[config.mk]
export PLATFORM = sky130hd
export DESIGN_NAME = percent_decoder_core
export DESIGN_NICKNAME = d
export VERILOG_FILES = /design/src/hdl/pctd_pkg.sv /design/src/hdl/pctd_front.sv /design/src/hdl/pctd_queue.sv /design/src/hdl/pctd_back.sv /design/src/hdl/percent_decoder_core.sv
export VERILOG_INCLUDE_DIRS = /design/src /design/src/hdl
export SDC_FILE = /design/constraint.sdc
export NUM_CORES = 1
export LEC_CHECK = 0
export BUFFER_PORTS_ARGS = -buffer_cell sky130_fd_sc_hd__buf_2
export CAP_MARGIN = 20
export CELL_PAD_IN_SITES_DETAIL_PLACEMENT = 1
export CELL_PAD_IN_SITES_GLOBAL_PLACEMENT = 1
export CORE_ASPECT_RATIO = 0.75
export CORE_UTILIZATION = 52
export DETAILED_ROUTE_END_ITERATION = 16
export HOLD_SLACK_MARGIN = 0.15
export PLACE_DENSITY_LB_ADDON = 0.08
export RECOVER_POWER = 50
export SYNTH_ARGS = -nofsm -noshare
export SYNTH_HDL_FRONTEND = slang
export SYNTH_SLANG_ARGS = --single-unit
[constraint.sdc]
create_clock -name aclk -period 4.6 [get_ports aclk]
set_input_delay 0.46 -clock aclk [delete_from_list [all_inputs] [get_ports aclk]]
set_output_delay 0.46 -clock aclk [all_outputs]
set_load 0.01 [all_outputs]
[src/hdl/assert_macros.svh]
// assertion macros for the rtl files
// no dependencies; included by files that carry concurrent assertions
`ifndef ASSERT_MACROS_SVH
`define ASSERT_MACROS_SVH

// same-cycle implication, disabled while reset is asserted
`define ASSERT_SAME(label, clk, rst_n, ante, cons) \
    label: assert property (@(posedge clk) disable iff (!(rst_n)) (ante) |-> (cons)) \
        else $error("assertion failed");

// next-cycle implication, disabled while reset is asserted
`define ASSERT_NEXT(label, clk, rst_n, ante, cons) \
    label: assert property (@(posedge clk) disable iff (!(rst_n)) (ante) |=> (cons)) \
        else $error("assertion failed");

`endif

[src/hdl/pctd_pkg.sv]
// shared types, constants and hex helpers of the percent decoder
// no dependencies
package pctd_pkg;

    localparam logic [7:0] PCT_CHAR = 8'h25;
    localparam logic [7:0] CHR_0    = 8'h30;
    localparam logic [7:0] CHR_9    = 8'h39;
    localparam logic [7:0] CHR_LA   = 8'h61;
    localparam logic [7:0] CHR_LF   = 8'h66;
    localparam logic [7:0] CHR_UA   = 8'h41;
    localparam logic [7:0] CHR_UF   = 8'h46;

    // one classified request: up to three output bytes in order
    typedef struct packed {
        logic [7:0] b0;
        logic [7:0] b1;
        logic [7:0] b2;
        logic [1:0] cnt;
        logic       last;
    } pctd_cmd_t;

    function automatic logic is_hex(input logic [7:0] c);
        return (c >= CHR_0 && c <= CHR_9) || (c >= CHR_LA && c <= CHR_LF) ||
               (c >= CHR_UA && c <= CHR_UF);
    endfunction

    // digits keep their low nibble, letters of either case add nine
    function automatic logic [3:0] hex_val(input logic [7:0] c);
        return (c <= CHR_9) ? c[3:0] : c[3:0] + 4'd9;
    endfunction

endpackage

[src/hdl/pctd_front.sv]
// front end: tracks the escape phase and turns each input byte into a request
// depends on pctd_pkg
module pctd_front import pctd_pkg::*; (
    input  logic       aclk,
    input  logic       aresetn,
    input  logic       accept,
    input  logic [7:0] in_byte,
    input  logic       in_last,
    output logic       push,
    output pctd_cmd_t  cmd
);

    typedef enum logic [1:0] {PH_IDLE, PH_PCT, PH_DIGIT} phase_t;

    phase_t     phase_reg, phase_next;
    logic [7:0] held_reg, held_next;
    logic [1:0] pre_n;
    logic [7:0] pre0, pre1;
    logic       tail_en;
    logic [7:0] tail_byte;
    logic       run_idle;
    logic       hex;

    always_comb begin
        hex        = is_hex(in_byte);
        phase_next = PH_IDLE;
        held_next  = held_reg;
        pre_n      = 2'd0;
        pre0       = PCT_CHAR;
        pre1       = held_reg;
        tail_en    = 1'b0;
        tail_byte  = in_byte;
        run_idle   = 1'b0;
        unique case (phase_reg)
            PH_PCT: begin
                if (hex) begin
                    held_next = in_byte;
                    if (in_last) begin
                        pre_n   = 2'd1;
                        tail_en = 1'b1;
                    end else begin
                        phase_next = PH_DIGIT;
                    end
                end else begin
                    pre_n    = 2'd1;
                    run_idle = 1'b1;
                end
            end
            PH_DIGIT: begin
                if (hex) begin
                    tail_en   = 1'b1;
                    tail_byte = {hex_val(held_reg), hex_val(in_byte)};
                end else begin
                    pre_n    = 2'd2;
                    run_idle = 1'b1;
                end
            end
            default: begin
                run_idle = 1'b1;
            end
        endcase
        if (run_idle) begin
            if (in_byte == PCT_CHAR && !in_last) begin
                phase_next = PH_PCT;
            end else begin
                tail_en = 1'b1;
            end
        end
        if (in_last) begin
            phase_next = PH_IDLE;
            held_next  = 8'd0;
        end
    end

    always_comb begin
        cmd.b0   = (pre_n != 2'd0) ? pre0 : tail_byte;
        cmd.b1   = (pre_n == 2'd2) ? pre1 : tail_byte;
        cmd.b2   = tail_byte;
        cmd.cnt  = pre_n + {1'b0, tail_en};
        cmd.last = in_last;
        push     = accept && (cmd.cnt != 2'd0);
    end

    always_ff @(posedge aclk) begin
        if (!aresetn) begin
            phase_reg <= PH_IDLE;
            held_reg  <= 8'd0;
        end else if (accept) begin
            phase_reg <= phase_next;
            held_reg  <= held_next;
        end
    end

endmodule

[src/hdl/pctd_queue.sv]
// small request queue between front end and back end
// depends on pctd_pkg
module pctd_queue import pctd_pkg::*; #(
    parameter int DEPTH = 4
) (
    input  logic      aclk,
    input  logic      aresetn,
    input  logic      push,
    input  pctd_cmd_t push_cmd,
    output logic      full,
    input  logic      pop,
    output logic      empty,
    output pctd_cmd_t head
);

    localparam int AW = (DEPTH > 1) ? $clog2(DEPTH) : 1;
    localparam int CW = $clog2(DEPTH + 1);

    pctd_cmd_t         mem [DEPTH];
    logic [AW-1:0]     wr_ptr_reg, rd_ptr_reg;
    logic [CW-1:0]     count_reg, count_next;

    assign full  = (count_reg == CW'(DEPTH));
    assign empty = (count_reg == '0);
    assign head  = mem[rd_ptr_reg];

    always_comb begin
        count_next = count_reg;
        if (push && !pop) begin
            count_next = count_reg + 1'b1;
        end else if (pop && !push) begin
            count_next = count_reg - 1'b1;
        end
    end

    always_ff @(posedge aclk) begin
        if (push) begin
            mem[wr_ptr_reg] <= push_cmd;
        end
    end

    always_ff @(posedge aclk) begin
        if (!aresetn) begin
            wr_ptr_reg <= '0;
            rd_ptr_reg <= '0;
            count_reg  <= '0;
        end else begin
            count_reg <= count_next;
            if (push) begin
                wr_ptr_reg <= (wr_ptr_reg == AW'(DEPTH - 1)) ? '0 : wr_ptr_reg + 1'b1;
            end
            if (pop) begin
                rd_ptr_reg <= (rd_ptr_reg == AW'(DEPTH - 1)) ? '0 : rd_ptr_reg + 1'b1;
            end
        end
    end

endmodule

[src/hdl/pctd_back.sv]
// back end: walks the bytes of each request into the output register
// depends on pctd_pkg
module pctd_back import pctd_pkg::*; (
    input  logic       aclk,
    input  logic       aresetn,
    input  logic       q_empty,
    input  pctd_cmd_t  head,
    output logic       pop,
    output logic       m_valid,
    input  logic       m_ready,
    output logic [7:0] m_out_byte,
    output logic       m_out_last
);

    logic [1:0] idx_reg;
    logic       valid_reg;
    logic [7:0] byte_reg;
    logic       last_reg;
    logic       load;
    logic       final_byte;
    logic [7:0] sel_byte;

    always_comb begin
        load       = !q_empty && (!valid_reg || m_ready);
        final_byte = (idx_reg == head.cnt - 2'd1);
        pop        = load && final_byte;
        case (idx_reg)
            2'd0:    sel_byte = head.b0;
            2'd1:    sel_byte = head.b1;
            default: sel_byte = head.b2;
        endcase
    end

    always_ff @(posedge aclk) begin
        if (load) begin
            byte_reg <= sel_byte;
            last_reg <= final_byte && head.last;
        end
    end

    always_ff @(posedge aclk) begin
        if (!aresetn) begin
            valid_reg <= 1'b0;
            idx_reg   <= 2'd0;
        end else begin
            if (load) begin
                valid_reg <= 1'b1;
                idx_reg   <= final_byte ? 2'd0 : idx_reg + 2'd1;
            end else if (m_ready) begin
                valid_reg <= 1'b0;
            end
        end
    end

    assign m_valid    = valid_reg;
    assign m_out_byte = byte_reg;
    assign m_out_last = last_reg;

endmodule

[src/hdl/percent_decoder_core.sv]
// top level of the streaming url percent decoder
// depends on pctd_pkg, pctd_front, pctd_queue, pctd_back, assert_macros.svh
//
//  channel | direction | handshake          | payload
//  s_      | in        | s_valid / s_ready  | s_in_byte[7:0], s_in_last
//  m_      | out       | m_valid / m_ready  | m_out_byte[7:0], m_out_last
//
// one input byte is taken per cycle while the request queue has room
// a byte produces zero to three output bytes, which leave the output register
// at one per cycle while m_ready is high
// a broken escape sequence emits up to three bytes and backs up the queue
// reset is synchronous on aresetn low and clears phase, queue and output valid
// either side may stall freely; the queue of QUEUE_DEPTH requests decouples them
`include "assert_macros.svh"

module percent_decoder_core import pctd_pkg::*; #(
    parameter int QUEUE_DEPTH = 4
) (
    input  logic       aclk,
    input  logic       aresetn,
    input  logic       s_valid,
    output logic       s_ready,
    input  logic [7:0] s_in_byte,
    input  logic       s_in_last,
    output logic       m_valid,
    input  logic       m_ready,
    output logic [7:0] m_out_byte,
    output logic       m_out_last
);

    logic      accept;
    logic      push;
    logic      pop;
    logic      q_full;
    logic      q_empty;
    pctd_cmd_t push_cmd;
    pctd_cmd_t head;

    // the front end only stalls when the queue is full
    assign s_ready = !q_full;
    assign accept  = s_valid && s_ready;

    // phase tracking and classification of each request
    pctd_front u_front (
        .aclk    (aclk),
        .aresetn (aresetn),
        .accept  (accept),
        .in_byte (s_in_byte),
        .in_last (s_in_last),
        .push    (push),
        .cmd     (push_cmd)
    );

    // requests waiting for the back end
    pctd_queue #(
        .DEPTH (QUEUE_DEPTH)
    ) u_queue (
        .aclk     (aclk),
        .aresetn  (aresetn),
        .push     (push),
        .push_cmd (push_cmd),
        .full     (q_full),
        .pop      (pop),
        .empty    (q_empty),
        .head     (head)
    );

    // serializes each request onto the output channel
    pctd_back u_back (
        .aclk       (aclk),
        .aresetn    (aresetn),
        .q_empty    (q_empty),
        .head       (head),
        .pop        (pop),
        .m_valid    (m_valid),
        .m_ready    (m_ready),
        .m_out_byte (m_out_byte),
        .m_out_last (m_out_last)
    );

    // a final input byte always yields a request
    `ASSERT_SAME(a_last_pushes, aclk, aresetn, accept && s_in_last, push)
    // the queue never takes a request while full
    `ASSERT_SAME(a_no_overflow, aclk, aresetn, push, !q_full)
    // the back end never pops an empty queue
    `ASSERT_SAME(a_no_underflow, aclk, aresetn, pop, !q_empty)

endmodule

After elaboration in Yosys (flattened, before gate mapping):

Memories as Yosys holds them, arrays and structs flattened. A register that Yosys moved wholly into a read port is not among the register bits.
Index checks and enable logic that the tools add are counted.

* add/subtract/negate cells: 9
* magnitude comparators: 7
* eq/ne operators: 9
* multiplexer cells: 38
* reduce and logical (&&, ||, !) cells: 30

Operators with widths (count)
* 2-to-1 mux 8 bit: 7
* 2-to-1 mux 2 bit: 11
* >= comparator 8 x 7 -> 1 bit (second input constant): 2
* <= comparator 8 x 6 -> 1 bit (second input constant): 2
* <= comparator 8 x 7 -> 1 bit (second input constant): 2
* one-hot mux 8 bit (2 select lines): 1
* 2-to-1 mux 1 bit: 13
* nonzero test 2 bit: 6
* logical AND 1 bit: 11
* adder 4 bit (second input constant): 2
* == test 2 bit (second input constant): 4
* == test 8 x 6 -> 1 bit (second input constant): 1
* >= comparator 8 x 6 -> 1 bit (second input constant): 1
* 2-to-1 mux 4 bit: 2
* adder 2 x 1 -> 2 bit (second input constant): 3
* logical NOT 1 bit: 6
* 2-to-1 mux 3 bit: 2
* == test 2 x 1 -> 1 bit (second input constant): 2
* one-hot mux 2 bit (2 select lines): 1
* adder 3 x 1 -> 3 bit (second input constant): 1
* == test 3 bit (second input constant): 1
* logical NOT 3 bit: 1
* logical OR 1 bit: 3
* AND reduction 3 bit: 1
* other kinds (7): 7

* bits in registers: 29
* memory bits (writable): 108
* input bits: 13
* output and inout port bits: 11
* word-level logic and storage cells: 103
* memories kept: 1

Memory list
* u_queue.mem: words 4, width 27, rd ports 1, clocked after memory_dff 1, write ports 1, line pctd_queue.sv:19 `pctd_cmd_t mem [DEPTH];`

Longest topological paths before layout:

* word-level depth: 15
* mapped depth: 16
* depth with buffers taken out: 16

By module:

From an unflattened synthesis, not the netlist that was laid out.

* cells, all modules: 404
* area total of the unflattened synthesis: 6286.0 um2

Modules (own cells, without submodules)
* pctd_queue: instances 1, cells an instance 185, area each 4401.7 um2, seq. area each 3423.3 um2
* pctd_front: instances 1, cells an instance 157, area each 1271.2 um2, seq. area each 200.2 um2
* pctd_back: instances 1, cells an instance 60, area each 603.1 um2, seq. area each 330.3 um2
* percent_decoder_core: instances 1, cells an instance 2, area each 10.0 um2, seq. area each 0.0 um2

Worst setup path before layout:

No wires, ideal clock.

* kind: in2reg
* from: input port s_in_byte[1]
* to: register u_queue.count_reg[2]
* library setup time: 0.076 ns
* arrival: 3.716 ns
* data required time: 4.524 ns
* path slack: 0.808 ns
* stages on the path: 15
* path buffers: 0
* cells stage by stage: inv_1 -> ha_1 -> and4bb_4 -> or4b_4 -> nor2_1 -> a21oi_1 -> ha_1 -> o311ai_0 -> nor3_2 -> ha_1 -> inv_1 -> fa_1 -> xor2_1 -> or3_1 -> a21boi_0

RTL lines
* start: declaration: line percent_decoder_core.sv:23 `input logic [7:0] s_in_byte,`
* end signal: assignment: line pctd_queue.sv:48 `count_reg <= count_next;`
* end: declaration: line pctd_queue.sv:21 `logic [CW-1:0] count_reg, count_next;`

==> impl_metrics.env <==
export IMPL_status="complete, but fails checks"
export IMPL_failed_checks="max-capacitance violations, max-slew violations"
export IMPL_place_gp_congestion=0.805
export IMPL_place_area_mm2=0.00630
export IMPL_postSynth_asyncResetShare_pct=0
export IMPL_maxCapViolCount=1
export IMPL_fp_row_count=33
export IMPL_cts_root_buffer="clkbuf_16"
export IMPL_final_nets=442
export IMPL_slew_viol_final=20
export IMPL_post_dp_hpwl_um=8120
export IMPL_grt_usage_pct=23.3
export IMPL_powerDensity_mw_per_mm2=542
export IMPL_crit_arrival_ps=4270
export IMPL_slew_limit_headroom_pct=-11.6
export IMPL_endpoint_kind="register"
export IMPL_tightest_slew_ps=1670
export IMPL_largest_reg_flops=108
export IMPL_first_pass_iters=4
export IMPL_setup_worst_path_start_class="input port"
export IMPL_whs_ps=328
export IMPL_fill_cells=1018
export IMPL_post_route_cell_area_mm2=0.00685
export IMPL_internal_power_w=0.00270
export IMPL_ant_nets=0
export IMPL_die_w_um=126
export IMPL_layout_worst_path_cycle_share_pct=85.5
export IMPL_cp_num_cells=16
export IMPL_hold_viol_final=0
export IMPL_cts_inserted_buffers=17
export IMPL_synth_nets=405
export IMPL_setup_tns_ps=0
export IMPL_wl_per_cell_um=22.9
export IMPL_finalSetupViolations=0
export IMPL_synth_distinct_cells=53
export IMPL_path_cells="buf_2 -> inv_1 -> ha_1 -> and4bb_4 -> nor4b_1 -> nand2_1 -> o21a_1 -> ha_1 -> o311ai_0 -> nor3_2 -> ha_1 -> inv_1 -> fa_1 -> xor2_1 -> or3_1 -> a21boi_0"
export IMPL_power_switching_w=0.00101
export IMPL_rsz0062_at_grt="no"
export IMPL_dp_cells=532
export IMPL_cp_buffers_inverters=3
export IMPL_drc=0
export IMPL_synth_edff_count=117
export IMPL_dieHeight_um=95.0
export IMPL_switching_share_pct=27.3
export IMPL_pin_count=24
export IMPL_synthCells=374
export IMPL_p_leak_nw=2.32
export IMPL_clock_latency_ps=420
export IMPL_cts_clk_slew_worst_paths_ps=60
export IMPL_cts_sinks=139
export IMPL_cts_tree="yes"
export IMPL_wl_um=12900
export IMPL_max_clock_freq_ghz=0.254
export IMPL_cts_repair_resized=0
export IMPL_start_util_pct=54.2
export IMPL_hp_class="input port to register"
export IMPL_coreArea_mm2=0.0111
export IMPL_grt_pass1_vias=3597
export IMPL_cts_setup_buffers=0
export IMPL_grt_max_degree=28
export IMPL_cp_required_ps=4940
export IMPL_path_delay_family="simple AND/OR/NAND/NOR gates"
export IMPL_cts_buffer_depth=2
export IMPL_fin_cells=564
export IMPL_io_buffers=23
export IMPL_hold_depth=2
export IMPL_p_total_w=0.00371
export IMPL_cts_hold_buffers=0
export IMPL_synth_seq_area_share_pct=65.9
export IMPL_period_needed_ps=3930
export IMPL_n_antenna_cell=0
export IMPL_layout_drive_gt1_share_pct=18.9
export IMPL_area_delta_synth_final_pct=14.2
export IMPL_antenna_found_initial=0
export IMPL_h_tree_depth=4
export IMPL_finClkSkew_ps=15.3
export IMPL_yosysWarnings=0
export IMPL_worst_ir_drop_vdd_v=0.000284
export IMPL_pwr_share_clk_pct=36.2
export IMPL_critPathMaxFanout=7
export IMPL_syn_avg_cell_area_um2=16.0
export IMPL_ys_seq_elements=139
export IMPL_critPathKind="input port to register"
export IMPL_vias=3374
export IMPL_vias_per_cell=5.98
export IMPL_netlist_area_mm2=0.00600
export IMPL_crit_path_top_delay_cell="nor4b_1"
export IMPL_cpPeakStageDelay_ps=670
export IMPL_drt_iter0_drc=252
export IMPL_synth_ff_type="edfxtp_1"
export IMPL_reg2regPathDepth=9
export IMPL_p_seq_share_pct=44.4
export IMPL_combPwrFrac_pct=19.4
export IMPL_grt_ovfl_total=0
export IMPL_die_area_mm2=0.0120
export IMPL_worst_path_most_repeated_cell="ha_1"
export IMPL_grt_pass1_wl_um=20000
metrics by stage:
step | setup WS [ps] | util [%]
CTS | 950 | 62.2
global route | 343 | 61.9
global placement | 722 | 56.9
finish | 668 | 61.9
detailed placement | 543 | 56.9
floorplan | 808 | -
placed cells by master, fill, tap and decap left out, types with 5 or more instances in the layout:
cell	instances
clkbuf_16	17
a221o_1	8
and2_1	5
buf_2	11
xnor2_1	6
mux4_2	27
clkbuf_1	17
a21oi_1	6
dfxtp_1	22
inv_1	17
nor2b_1	13
mux2i_1	6
nor2_1	17
nand3_1	6
o21ai_0	8
buf_4	6
edfxtp_1	117
a32o_1	7
ha_1	17
nand2_1	20
power groups by stage:
stage	logic [W]	registers (W)	clock network, W
finish	0.000720	0.00165	0.00135
global route	0.000785	0.00166	0.00140
CTS	0.000751	0.00165	0.00137
detailed placement	0.000739	0.00167	0
global placement	0.000721	0.00166	0
floorplan	0.000492	0.00167	0
final cells by class:
cell class	count	area, µm²	area share (%)
multi-input combinational	205	1920	28.0
timing repair buffer	31	153	2.23
tap	140	175	2.56
clock buffer	21	450	6.58
inverter	17	63.8	0.932
clock inverter	11	134	1.95
sequential	139	3950	57.7
cells in the mapped netlist, drive strengths merged, types with 3 or more instances:
master	instances	area share [%]
edfxtp	117	59
mux4	27	10
dfxtp	22	7.3
nand2	20	1.3
ha	17	3.5
inv	17	1.1
nor2	17	1.1
nor2b	13	1.4
a221o	8	1.3
clkbuf	8	0.50
o21ai	8	0.67
a32o	7	1.2
a21oi	6	0.50
and2	6	0.63
mux2	6	1.1
mux2i	6	1.0
nand3	6	0.50
xnor2	6	0.88
buf	5	0.38
a21boi	4	0.50
and3	4	0.44
nand2b	4	0.42
or3	4	0.50
a211oi	3	0.38
a31oi	3	0.31
nor3	3	0.33
nor4b	3	0.54
worst paths after layout:
path | startpoint | end | slack (ps)
worst min-delay path | s_in_byte[1] | u_front.held_reg[1] | 330
worst max register to register | register | u_queue.count_reg[2] | 940
worst max-delay path | s_in_byte[1] | u_queue.count_reg[2] | 670
worst min register to register | u_front.phase_reg[1] | u_front.phase_reg[1] | 480
routing by layer:
metal	up-vias	GRT usage [%]	wire length [µm]
met5	-	0	0
met1	1752	32.6	6420
met4	0	9.64	152
met2	64	37.0	5910
li1	1547	-	-
met3	11	3.93	421
cells by family (layout without fill, tap and decap cells):
| logic type | count (synthesis) | after routing | share of synthesized area [%] |
|---|---|---|---|
| xor gates and xnor gates | 7 | 7 | 1.02 |
| DFF | 139 | 139 | 65.9 |
| muxes | 39 | 39 | 12.3 |
| buffers and inverters | 30 | 80 | 1.94 |
| and+or+nand+nor | 89 | 89 | 8.32 |
| AOI/OAI and AO/OA | 52 | 52 | 6.69 |
| adders and majority gates | 18 | 18 | 3.88 |
Power figures use the tool's default switching activity.
